## src/rtl/lequf_pkg.sv

```systemverilog
// shared types, constants and helper functions for the letter equivalence store
package lequf_pkg;

    // alphabet and field widths
    localparam int ALPHABET_SIZE = 26;
    localparam int LETTER_W      = 5;
    localparam int OPCODE_W      = 2;
    localparam int IDX_W         = $clog2(ALPHABET_SIZE);
    localparam int SIZE_W        = $clog2(ALPHABET_SIZE + 1);
    localparam int EXT_W         = LETTER_W + IDX_W + 1;

    typedef logic [LETTER_W-1:0] t_letter;
    typedef logic [IDX_W-1:0]    t_idx;
    typedef logic [SIZE_W-1:0]   t_size;

    // operation codes carried by the opcode field
    typedef enum logic [OPCODE_W-1:0] {
        OP_JOIN  = 2'd0,
        OP_QUERY = 2'd1,
        OP_CLEAR = 2'd2
    } t_opcode;

    // sequencer states
    typedef enum logic [2:0] {
        ST_IDLE,
        ST_DECODE,
        ST_WALK_X,
        ST_WALK_Y,
        ST_LINK,
        ST_WALK_Q,
        ST_RESULT
    } t_state;

    // commands from the controller to the datapath
    typedef struct packed {
        logic in_ready;
        logic node_from_x;
        logic node_from_y;
        logic walk_step;
        logic capture_x;
        logic capture_y;
        logic link;
        logic clear_all;
        logic load_out;
    } t_dp_cmd;

    // status from the datapath to the controller
    typedef struct packed {
        logic                accepted;
        logic [OPCODE_W-1:0] op;
        logic                x_in_range;
        logic                y_in_range;
        logic                node_is_root;
        logic                out_free;
    } t_dp_status;

    // letter code to array index
    function automatic t_idx to_index(input t_letter l);
        logic [EXT_W-1:0] wide;
        wide = {{(IDX_W + 1){1'b0}}, l};
        return wide[IDX_W-1:0];
    endfunction

    // array index to letter code, masked to the letter width
    function automatic t_letter to_letter(input t_idx i);
        logic [EXT_W-1:0] wide;
        wide = {{(LETTER_W + 1){1'b0}}, i};
        return wide[LETTER_W-1:0];
    endfunction

    // letter lies inside the alphabet
    function automatic logic in_alphabet(input t_letter l);
        logic [EXT_W-1:0] wide;
        wide = {{(IDX_W + 1){1'b0}}, l};
        return wide < EXT_W'(ALPHABET_SIZE);
    endfunction

endpackage

```

## src/rtl/lequf_if.sv

```systemverilog
// handshake channels for input items and result items

// input item channel
interface lequf_item_if;
    logic                          valid;
    logic                          ready;
    logic [lequf_pkg::OPCODE_W-1:0] opcode;
    logic [lequf_pkg::LETTER_W-1:0] first_letter;
    logic [lequf_pkg::LETTER_W-1:0] second_letter;

    modport source (output valid, output opcode, output first_letter,
                    output second_letter, input ready);
    modport sink   (input valid, input opcode, input first_letter,
                    input second_letter, output ready);
endinterface

// result item channel
interface lequf_result_if;
    logic                          valid;
    logic                          ready;
    logic [lequf_pkg::LETTER_W-1:0] smallest_equivalent;

    modport source (output valid, output smallest_equivalent, input ready);
    modport sink   (input valid, input smallest_equivalent, output ready);
endinterface

```

## src/rtl/letter_equivalence_union_find.sv

```systemverilog
// top level of the letter equivalence store: disjoint sets joined by size
// Usage:
//   i_item carries one transaction per item: opcode join, query or clear,
//   first_letter and second_letter (0 stands for a). o_result carries one
//   transaction per query: the smallest letter in the queried letter's class.
//   Join and clear give no result; unused opcodes are dropped.
// Timing:
//   The block takes one item at a time; i_item.ready is high only when idle.
//   A join walks the parent links from each of its letters to the class root,
//   a query from its letter; a walk is at most 4 links long with 26 letters.
//   The walks are set by the single read port of the class tables, one link
//   per cycle.
// Reset:
//   Every letter is its own class right after reset; reset and clear drop
//   all valid bits at once, no sweep of the tables.
// Stall:
//   A result stays in the output register until taken. The next item is
//   accepted meanwhile; a later query waits at its end for the register.
module letter_equivalence_union_find (
    input  logic           i_clk,
    input  logic           i_rst_n,
    lequf_item_if.sink     i_item,
    lequf_result_if.source o_result
);
    import lequf_pkg::*;

    t_dp_cmd    w_cmd;
    t_dp_status w_status;

    // sequencer
    lequf_ctrl u_ctrl (
        .i_clk    (i_clk),
        .i_rst_n  (i_rst_n),
        .i_status (w_status),
        .o_cmd    (w_cmd)
    );

    // tables and registers
    lequf_dp u_dp (
        .i_clk    (i_clk),
        .i_rst_n  (i_rst_n),
        .i_item   (i_item),
        .o_result (o_result),
        .i_cmd    (w_cmd),
        .o_status (w_status)
    );

endmodule

```

## src/rtl/lequf_ctrl.sv

```systemverilog
// sequencer for decode, root walks, linking and result hand-off
module lequf_ctrl (
    input  logic                  i_clk,
    input  logic                  i_rst_n,
    input  lequf_pkg::t_dp_status i_status,
    output lequf_pkg::t_dp_cmd    o_cmd
);
    import lequf_pkg::*;

    t_state r_state;
    t_state n_state;

    // state register
    always_ff @(posedge i_clk) begin
        if (!i_rst_n) begin
            r_state <= ST_IDLE;
        end else begin
            r_state <= n_state;
        end
    end

    // next state and commands
    always_comb begin
        n_state = r_state;
        o_cmd   = '0;
        unique case (r_state)
            ST_IDLE: begin
                o_cmd.in_ready = 1'b1;
                if (i_status.accepted) begin
                    n_state = ST_DECODE;
                end
            end
            ST_DECODE: begin
                unique case (i_status.op)
                    OP_JOIN: begin
                        if (i_status.x_in_range && i_status.y_in_range) begin
                            o_cmd.node_from_x = 1'b1;
                            n_state = ST_WALK_X;
                        end else begin
                            n_state = ST_IDLE;
                        end
                    end
                    OP_QUERY: begin
                        if (i_status.x_in_range) begin
                            o_cmd.node_from_x = 1'b1;
                            n_state = ST_WALK_Q;
                        end else begin
                            n_state = ST_RESULT;
                        end
                    end
                    OP_CLEAR: begin
                        o_cmd.clear_all = 1'b1;
                        n_state = ST_IDLE;
                    end
                    default: begin
                        n_state = ST_IDLE;
                    end
                endcase
            end
            ST_WALK_X: begin
                if (i_status.node_is_root) begin
                    o_cmd.capture_x   = 1'b1;
                    o_cmd.node_from_y = 1'b1;
                    n_state = ST_WALK_Y;
                end else begin
                    o_cmd.walk_step = 1'b1;
                end
            end
            ST_WALK_Y: begin
                if (i_status.node_is_root) begin
                    o_cmd.capture_y = 1'b1;
                    n_state = ST_LINK;
                end else begin
                    o_cmd.walk_step = 1'b1;
                end
            end
            ST_LINK: begin
                o_cmd.link = 1'b1;
                n_state = ST_IDLE;
            end
            ST_WALK_Q: begin
                if (i_status.node_is_root) begin
                    o_cmd.capture_x = 1'b1;
                    n_state = ST_RESULT;
                end else begin
                    o_cmd.walk_step = 1'b1;
                end
            end
            ST_RESULT: begin
                if (i_status.out_free) begin
                    o_cmd.load_out = 1'b1;
                    n_state = ST_IDLE;
                end
            end
            default: begin
                n_state = ST_IDLE;
            end
        endcase
    end

endmodule

```

## src/rtl/lequf_dp.sv

```systemverilog
// datapath: item capture, class tables, walk pointer and result register
module lequf_dp (
    input  logic                  i_clk,
    input  logic                  i_rst_n,
    lequf_item_if.sink            i_item,
    lequf_result_if.source        o_result,
    input  lequf_pkg::t_dp_cmd    i_cmd,
    output lequf_pkg::t_dp_status o_status
);
    import lequf_pkg::*;

    // class tables; an entry without its valid bit reads as its reset value
    t_idx  r_parent [ALPHABET_SIZE];
    logic  r_is_root [ALPHABET_SIZE];
    t_size r_size [ALPHABET_SIZE];
    t_idx  r_min [ALPHABET_SIZE];
    logic [ALPHABET_SIZE-1:0] r_valid;

    // captured item and walk registers
    logic [OPCODE_W-1:0] r_op;
    t_letter r_x;
    t_letter r_y;
    t_idx    r_node;
    t_idx    r_root_x;
    t_size   r_size_x;
    t_idx    r_min_x;
    t_idx    r_root_y;
    t_size   r_size_y;
    t_idx    r_min_y;

    // result register
    logic    r_out_valid;
    t_letter r_out_data;

    logic  accepted;
    logic  rd_root;
    t_idx  rd_parent;
    t_size rd_size;
    t_idx  rd_min;
    logic  x_under_y;
    t_idx  child;
    t_idx  top;
    t_size child_size;
    t_idx  child_min;
    logic [SIZE_W:0] size_sum;
    t_idx  joined_min;
    logic [ALPHABET_SIZE-1:0] valid_set;

    assign accepted       = i_item.valid && i_cmd.in_ready;
    assign i_item.ready   = i_cmd.in_ready;
    assign o_result.valid = r_out_valid;
    assign o_result.smallest_equivalent = r_out_data;

    // table read at the walk pointer
    always_comb begin
        if (r_valid[r_node]) begin
            rd_root   = r_is_root[r_node];
            rd_parent = r_parent[r_node];
            rd_size   = r_size[r_node];
            rd_min    = r_min[r_node];
        end else begin
            rd_root   = 1'b1;
            rd_parent = r_node;
            rd_size   = t_size'(1);
            rd_min    = r_node;
        end
    end

    // union by size, second root under first on a tie
    always_comb begin
        x_under_y  = r_size_x < r_size_y;
        child      = x_under_y ? r_root_x : r_root_y;
        top        = x_under_y ? r_root_y : r_root_x;
        child_size = x_under_y ? r_size_x : r_size_y;
        child_min  = x_under_y ? r_min_x : r_min_y;
        size_sum   = {1'b0, r_size_x} + {1'b0, r_size_y};
        joined_min = (r_min_x < r_min_y) ? r_min_x : r_min_y;
    end

    // entries that become valid on a link
    always_comb begin
        valid_set        = '0;
        valid_set[child] = 1'b1;
        valid_set[top]   = 1'b1;
    end

    // status toward the controller
    always_comb begin
        o_status.accepted     = accepted;
        o_status.op           = r_op;
        o_status.x_in_range   = in_alphabet(r_x);
        o_status.y_in_range   = in_alphabet(r_y);
        o_status.node_is_root = rd_root;
        o_status.out_free     = !r_out_valid || o_result.ready;
    end

    // item capture and walk registers
    always_ff @(posedge i_clk) begin
        if (accepted) begin
            r_op <= i_item.opcode;
            r_x  <= i_item.first_letter;
            r_y  <= i_item.second_letter;
        end
        if (i_cmd.node_from_x) begin
            r_node <= to_index(r_x);
        end else if (i_cmd.node_from_y) begin
            r_node <= to_index(r_y);
        end else if (i_cmd.walk_step) begin
            r_node <= rd_parent;
        end
        if (i_cmd.capture_x) begin
            r_root_x <= r_node;
            r_size_x <= rd_size;
            r_min_x  <= rd_min;
        end
        if (i_cmd.capture_y) begin
            r_root_y <= r_node;
            r_size_y <= rd_size;
            r_min_y  <= rd_min;
        end
    end

    // table contents: the child entry and the new root entry on a link
    always_ff @(posedge i_clk) begin
        if (i_cmd.link && (r_root_x != r_root_y)) begin
            r_parent[child]  <= top;
            r_is_root[child] <= 1'b0;
            r_size[child]    <= child_size;
            r_min[child]     <= child_min;
            r_parent[top]    <= top;
            r_is_root[top]   <= 1'b1;
            r_size[top]      <= size_sum[SIZE_W-1:0];
            r_min[top]       <= joined_min;
        end
    end

    // valid bits, cleared at once by reset or a clear transaction
    always_ff @(posedge i_clk) begin
        if (!i_rst_n) begin
            r_valid <= '0;
        end else if (i_cmd.clear_all) begin
            r_valid <= '0;
        end else if (i_cmd.link && (r_root_x != r_root_y)) begin
            r_valid <= r_valid | valid_set;
        end
    end

    // result register
    always_ff @(posedge i_clk) begin
        if (!i_rst_n) begin
            r_out_valid <= 1'b0;
        end else begin
            r_out_valid <= i_cmd.load_out || (r_out_valid && !o_result.ready);
        end
    end

    always_ff @(posedge i_clk) begin
        if (i_cmd.load_out) begin
            r_out_data <= in_alphabet(r_x) ? to_letter(r_min_x) : r_x;
        end
    end

endmodule

```

## src/flat_wrapper.sv

```systemverilog
// flat-port wrapper written by rule: the top's interface ports become plain ports
module letter_equivalence_union_find_flat import lequf_pkg::*;
  (i_clk, i_rst_n, i_item_valid, i_item_opcode, i_item_first_letter, i_item_second_letter, i_item_ready, o_result_valid, o_result_smallest_equivalent, o_result_ready);
  lequf_item_if i_item_i ();
  lequf_result_if o_result_i ();
  input  logic i_clk;
  input  logic i_rst_n;
  input wire logic [$bits(i_item_i.valid)-1:0] i_item_valid;
  input wire logic [$bits(i_item_i.opcode)-1:0] i_item_opcode;
  input wire logic [$bits(i_item_i.first_letter)-1:0] i_item_first_letter;
  input wire logic [$bits(i_item_i.second_letter)-1:0] i_item_second_letter;
  output wire logic [$bits(i_item_i.ready)-1:0] i_item_ready;
  output wire logic [$bits(o_result_i.valid)-1:0] o_result_valid;
  output wire logic [$bits(o_result_i.smallest_equivalent)-1:0] o_result_smallest_equivalent;
  input wire logic [$bits(o_result_i.ready)-1:0] o_result_ready;
  assign i_item_i.valid = i_item_valid;
  assign i_item_i.opcode = i_item_opcode;
  assign i_item_i.first_letter = i_item_first_letter;
  assign i_item_i.second_letter = i_item_second_letter;
  assign i_item_ready = i_item_i.ready;
  assign o_result_valid = o_result_i.valid;
  assign o_result_smallest_equivalent = o_result_i.smallest_equivalent;
  assign o_result_i.ready = o_result_ready;
  letter_equivalence_union_find u_core (.i_clk(i_clk), .i_rst_n(i_rst_n), .i_item(i_item_i), .o_result(o_result_i));
endmodule
```

## config.mk

```make
export PLATFORM = sky130hd
export DESIGN_NAME = letter_equivalence_union_find_flat
export DESIGN_NICKNAME = d
export VERILOG_FILES = /design/src/rtl/lequf_pkg.sv /design/src/rtl/lequf_if.sv /design/src/rtl/letter_equivalence_union_find.sv /design/src/rtl/lequf_ctrl.sv /design/src/rtl/lequf_dp.sv /design/src/flat_wrapper.sv
export SDC_FILE = /design/constraint.sdc
export NUM_CORES = 1
export LEC_CHECK = 0
export ABC_CLOCK_PERIOD_IN_PS = 3900
export BUFFER_PORTS_ARGS = -buffer_cell sky130_fd_sc_hd__buf_2
export CAP_MARGIN = 5
export CORE_ASPECT_RATIO = 0.9
export CORE_MARGIN = 10
export CORE_UTILIZATION = 60
export DETAILED_ROUTE_END_ITERATION = 7
export PLACE_DENSITY = 0.87
export SYNTH_ARGS = -nofsm -noshare
export SYNTH_HDL_FRONTEND = slang
export SYNTH_SLANG_ARGS = --single-unit
```

## constraint.sdc

```tcl
create_clock -name i_clk -period 3.9 [get_ports i_clk]
set_input_delay 0.195 -clock i_clk [delete_from_list [all_inputs] [get_ports i_clk]]
set_output_delay 0.195 -clock i_clk [all_outputs]
set_load 0.05 [all_outputs]
```

# Word-level counts from Yosys, hierarchy flattened
# Memory sizes are Yosys's and may differ from the RTL's. A register that Yosys moved wholly into a read port is not among the register bits.
# Index checks and enable logic that the tools add are counted.
# Widths: inputs -> output; s select.
dict set report op_classes {
  n_addsub 1
  magnitude_cmp 9
  eq_ne 14
  muxes 50
  n_bitwise 3
  n_reduce_logical 19
}
# operator n
set ops {}
lappend ops {{$mux 5} 16}
lappend ops {{$or 26x26->26} 2}
lappend ops {{$mux 1} 21}
lappend ops {{$lt 5x6->1 const B} 3}
lappend ops {{$pmux 3 s6} 1}
lappend ops {{$mux 3} 5}
lappend ops {{$demux 1 s5} 2}
lappend ops {{$ge 5x1->1 const B} 2}
lappend ops {{$lt 5x5->1} 2}
lappend ops {{$lt 5x5->1 const B} 2}
lappend ops {{$ne 2x2->1 const B} 5}
lappend ops {{$eq 3x3->1 const B} 3}
lappend ops {{$eq 3x2->1 const B} 2}
lappend ops {{$logic_and 1x1->1} 6}
lappend ops {{$pmux 3 s2} 1}
lappend ops {{$reduce_bool 3->1} 2}
lappend ops {{$add 5x5->5} 1}
lappend ops {{$bmux 1 s5} 1}
lappend ops {{$ne 5x5->1} 1}
lappend ops {{$reduce_and 5->1} 1}
lappend ops {{$mux 2} 2}
lappend ops {{$reduce_or 2->1} 2}
lappend ops {{$eq 3x1->1 const B} 1}
lappend ops {{$logic_not 3->1} 1}
lappend ops {{9 further kinds} 11}
dict set report word_totals {
  reg_bits 82
  ramBits 416
  inputBits 16
  output_inout_bits 7
  wordCells 114
  memories 4
}
# name depth width read_ports rd_ports_with_merged_regs wr line
set mem_list {}
lappend mem_list {u_core.u_dp.r_min 26 5 1 1 2 lequf_dp.sv:16} ;# t_idx r_min [ALPHABET_SIZE];
lappend mem_list {u_core.u_dp.r_parent 26 5 1 1 2 lequf_dp.sv:13} ;# t_idx r_parent [ALPHABET_SIZE];
lappend mem_list {u_core.u_dp.r_size 26 5 1 1 2 lequf_dp.sv:15} ;# t_size r_size [ALPHABET_SIZE];
lappend mem_list {u_core.u_dp.r_is_root 26 1 1 1 2 lequf_dp.sv:14} ;# logic r_is_root [ALPHABET_SIZE];

# Longest topological paths before layout
dict set report logic_depth {
  word_depth 9
  depth_mapped 11
}

# Modules after synthesis
# Synthesis repeated with hierarchy kept, for this count alone.
dict set report hier_totals {
  hier_cells 1596
  area_unflattened_um2 24064.3
}
# mod instances cells_per_inst area_each_um2 seq_area_each_um2
set modules_own_cells {}
lappend modules_own_cells {lequf_dp 1 1547 23730.3 14433.8}
lappend modules_own_cells {lequf_ctrl 1 49 334.1 60.1}

# Worst setup path before layout
# Ideal clock, no wire load.
dict set report synth_timing {
  path_type {register to register}
  startpoint {reg u_core.u_dp.r_size_y[1]}
  endpoint {mem u_core.u_dp.r_min[13][0] (netlist name), enable pin}
  setup_ns 0.366
  t_arrival_ns 2.904
  t_required_ns 3.534
  setup_slack_ns 0.630
  path_stages_with_launch 11
  path_buffers 1
  synth_period_minus_slack_ns 3.270
  cell_sequence {edfxtp_1 > inv_1 > ha_1 > nor2b_1 > o21a_1 > o21a_1 > or4b_2 > a31oi_2 > o21ai_1 > buf_2 > nand2_1}
}
# item line
set synth_lines {}
lappend synth_lines {{start: declaration} lequf_dp.sv:28} ;# t_size r_size_y;
lappend synth_lines {{start signal: assignment} lequf_dp.sv:118} ;# r_size_y <= rd_size;
lappend synth_lines {{end: declaration} lequf_dp.sv:16}

==> impl_metrics.json <==
{
  "start_util_pct": 60.5,
  "hpwl_um": 41100,
  "r2r_end": "u_core.u_dp.r_parent[13][1]$_DFFE_PP_",
  "fin_util_pct": 68.1,
  "tns_ns": 0,
  "critPathMaxFanout": 18,
  "std_cell_rows": 69,
  "drt-total-wl_um": 65500,
  "cts.sinks": 503,
  "synth_top_area_cell": "edfxtp_1",
  "syn_avg_cell_area_um2": 15.0,
  "max_freq_mhz": 264,
  "period_needed_ns": 3.79,
  "slew_viol_final": 0,
  "dieArea_mm2": 0.0481,
  "worstHoldEndpoint": "u_core.u_ctrl.r_state[0]$_SDFFE_PN0P_",
  "path_buf_inv": 2,
  "maxCapViolations": 0,
  "antenna_found_initial": 3,
  "drtIter0Drc": 2810,
  "synth_ff_type": "edfxtp_1",
  "synth_seq_cells": 503,
  "synth.distinct_cells": 64,
  "synth_top_area_share_pct": 55.7,
  "cp.arrival_ns": 4.09,
  "power_density_mw_per_mm2": 480,
  "status": "complete, no violations",
  "antenna_cells": 0,
  "synth_edf_count": 442,
  "overflow": 0,
  "cts_buffer_depth": 3,
  "p_leak_nw": 10.9,
  "die_w_um": 230,
  "rsz0062_at_grt": "no",
  "cp_common_cell": "o21a_1",
  "wl_per_cell_um": 29.5,
  "crit_path_top_delay_cell": "or4b_2",
  "core_area_mm2": 0.0394,
  "cp-start-kind": "flop",
  "hp-class": "in -> reg",
  "detail-route-antenna-nets": 0,
  "ir_worst_vdd_uv": 283,
  "syn_nets": 1616,
  "grt_pass1_wl_um": 97600,
  "yosysSeqAreaShare_pct": 60.8,
  "worst_pin_slew_ns": 1.18,
  "slew_headroom_pct": 21.0,
  "required_ns": 4.20,
  "min_delay_path_depth": 4,
  "yosysWarnings": 0,
  "top_level_ports": 23,
  "drcViolationCount": 0,
  "firstDrtPassIters": 8,
  "die-height_um": 209,
  "end_kind": "flop",
  "final-hold-violation-count": 0,
  "postSynthCellCount": 1586,
  "regToRegSetupSlack_ns": 0.11,
  "yosys-top-cells-area": "edfxtp_1, mux2i_1, mux4_2",
  "cts_buffers": 50,
  "drive_gt1_share_pct": 22.2,
  "nFillCells": 2487,
  "report.power.total_mw": 12.9,
  "cp_cell_sequence": "inv_1 > ha_1 > nor2b_1 > o21a_1 > o21a_1 > or4b_2 > a31oi_2 > o21ai_1 > nand2_1 > buf_4",
  "r2r_cells": 10,
  "clock_latency_ns": 0.60,
  "cts_tree": "done",
  "htree_levels": 2,
  "gp_congestion": 1.03,
  "cts_root_buffer": "clkbuf_16",
  "area_growth_pct": 12.5,
  "netlist_area_mm2": 0.0238,
  "max_stage_delay_ns": 0.70,
  "nNetsFinal": 1675,
  "fin_skew_ns": 0.0146,
  "reg2reg_from": "u_core.u_dp.r_size_y[1]$_DFFE_PP_",
  "grt_max_degree": 53,
  "vias_per_cell": 6.98,
  "setup_viol": 0,
  "grt_pass1_vias": 15299,
  "setup.worst_path.class": "reg -> reg",
  "cp.depth": 10,
  "port_buffers": 22,
  "async_flop_share_pct": 0,
  "min_from": "i_item_valid",
  "vias": 15490,
  "cpLargestDelayFamily": "compound AO/OA/AOI/OAI gates",
  "finalCritPeriodShare_pct": 97.3,
  "track_usage_pct": 27.0,
  "path_clk_slew_ns": 0.06
}
-- flip-flops by register name, summed over array words and instances (netlist names), 26 cells and up, named ones only --
signal	cells
u_core.u_dp.r_min	130
u_core.u_dp.r_valid	26
u_core.u_dp.r_parent	130
u_core.u_dp.r_is_root	26
u_core.u_dp.r_size	130
-- kinds of logic after synthesis --
kind of cell	synth area share [%]
XOR/XNOR	0.331
buffers and inverters	3.15
AO/OA/AOI/OAI	6.99
AND/OR/NAND/NOR	4.39
flip-flops	60.8
adder cells (fa/ha/maj)	0.766
multiplexers	23.6
-- power by group --
part | switching, mW | total, mW | internal [mW] | leakage, nW
clock | 2.08 | 4.79 | 2.71 | 0.794
combinational | 1.20 | 2.00 | 0.798 | 5.63
sequential | 0.142 | 6.07 | 5.93 | 4.48
total | 3.42 | 12.9 | 9.44 | 10.9
-- metrics by stage --
step	hold slack [ns]	std cells	instance area [um^2]	setup WS [ns]
4_1_cts	0.0372	2219	26800	0.229
3_3_place_gp	0.372	2111	25100	0.383
2_1_floorplan	0.294	1586	23800	0.630
6_report	0.0491	2219	26800	0.106
5_1_grt	0.0868	2219	26800	0.0233
3_5_place_dp	0.374	2111	25100	0.264
-- cell usage in the layout, fill, tap and decap left out, types with 16 or more instances in the layout --
cell         n
a21oi_1     24
a31oi_1     39
mux4_2      96
dfxtp_1     59
o21ai_0     38
mux2i_1    298
buf_2       22
edfxtp_1   442
nor2b_1     20
a21bo_2     26
o21ai_1     26
nor2_1      36
a22oi_1     18
clkbuf_16   50
o211ai_1    16
nor3_1      19
buf_4       89
nand2_1     88
inv_1       42
-- metal layers --
layer	vias to the layer above	wire [um]	track usage, %
met2	1209	28000	38.1
li1	6328	-	-
met5	-	26	0
met4	4	3550	13.5
met1	7732	24500	36.8
met3	217	9460	9.26
-- synthesized netlist by cell type (18+ instances only) --
cell type,instances
nor3_1,19
inv_1,42
mux4_2,96
nor2b_1,20
o21ai_1,26
edfxtp_1,442
o21ai_0,38
a31oi_1,39
mux2i_1,310
buf_2,51
a21oi_1,26
a22oi_1,18
nand2_1,88
a21bo_2,26
nor2_1,36
dfxtp_1,61
clkbuf_1,70
-- worst max path at each step --
stage	startpoint	end	slack, ns
floorplan	u_core.u_dp.r_size_y[1]$_DFFE_PP_	u_core.u_dp.r_min[13][0]$_DFFE_PP_	0.63
global placement	u_core.u_dp.r_size_y[1]$_DFFE_PP_	u_core.u_dp.r_parent[21][4]$_DFFE_PP_	0.38
detailed placement	u_core.u_dp.r_size_y[1]$_DFFE_PP_	u_core.u_dp.r_parent[13][0]$_DFFE_PP_	0.26
CTS	u_core.u_dp.r_size_y[1]$_DFFE_PP_	u_core.u_dp.r_parent[13][1]$_DFFE_PP_	0.23
global route	u_core.u_dp.r_size_y[1]$_DFFE_PP_	u_core.u_dp.r_parent[13][1]$_DFFE_PP_	0.02
finish	u_core.u_dp.r_size_y[1]$_DFFE_PP_	u_core.u_dp.r_parent[13][1]$_DFFE_PP_	0.11
-- layout make-up --
cell class / instances / area (um^2) / share of cell area (%)
timing repair buffer: 139 / 1200 / 4.47
sequential: 503 / 14500 / 54.1
inverter: 44 / 165 / 0.616
clock inverter: 35 / 314 / 1.17
clock buffer: 59 / 1290 / 4.83
tap: 532 / 666 / 2.48
multi-input combinational: 907 / 8670 / 32.3
-- tightest hold or removal path, delay by kind of cell --
family,cells,cell delay [ns]
compound gates,2,0.27
simple gates,1,0.05
buf+inv,1,0.10
-- repair_timing --
action	CTS	global route
resized for setup	0	0
buffers inserted	0	0
endpoints found under the hold margin	16	0
hold buffers	14	0
(Power assumes the default switching activity.)
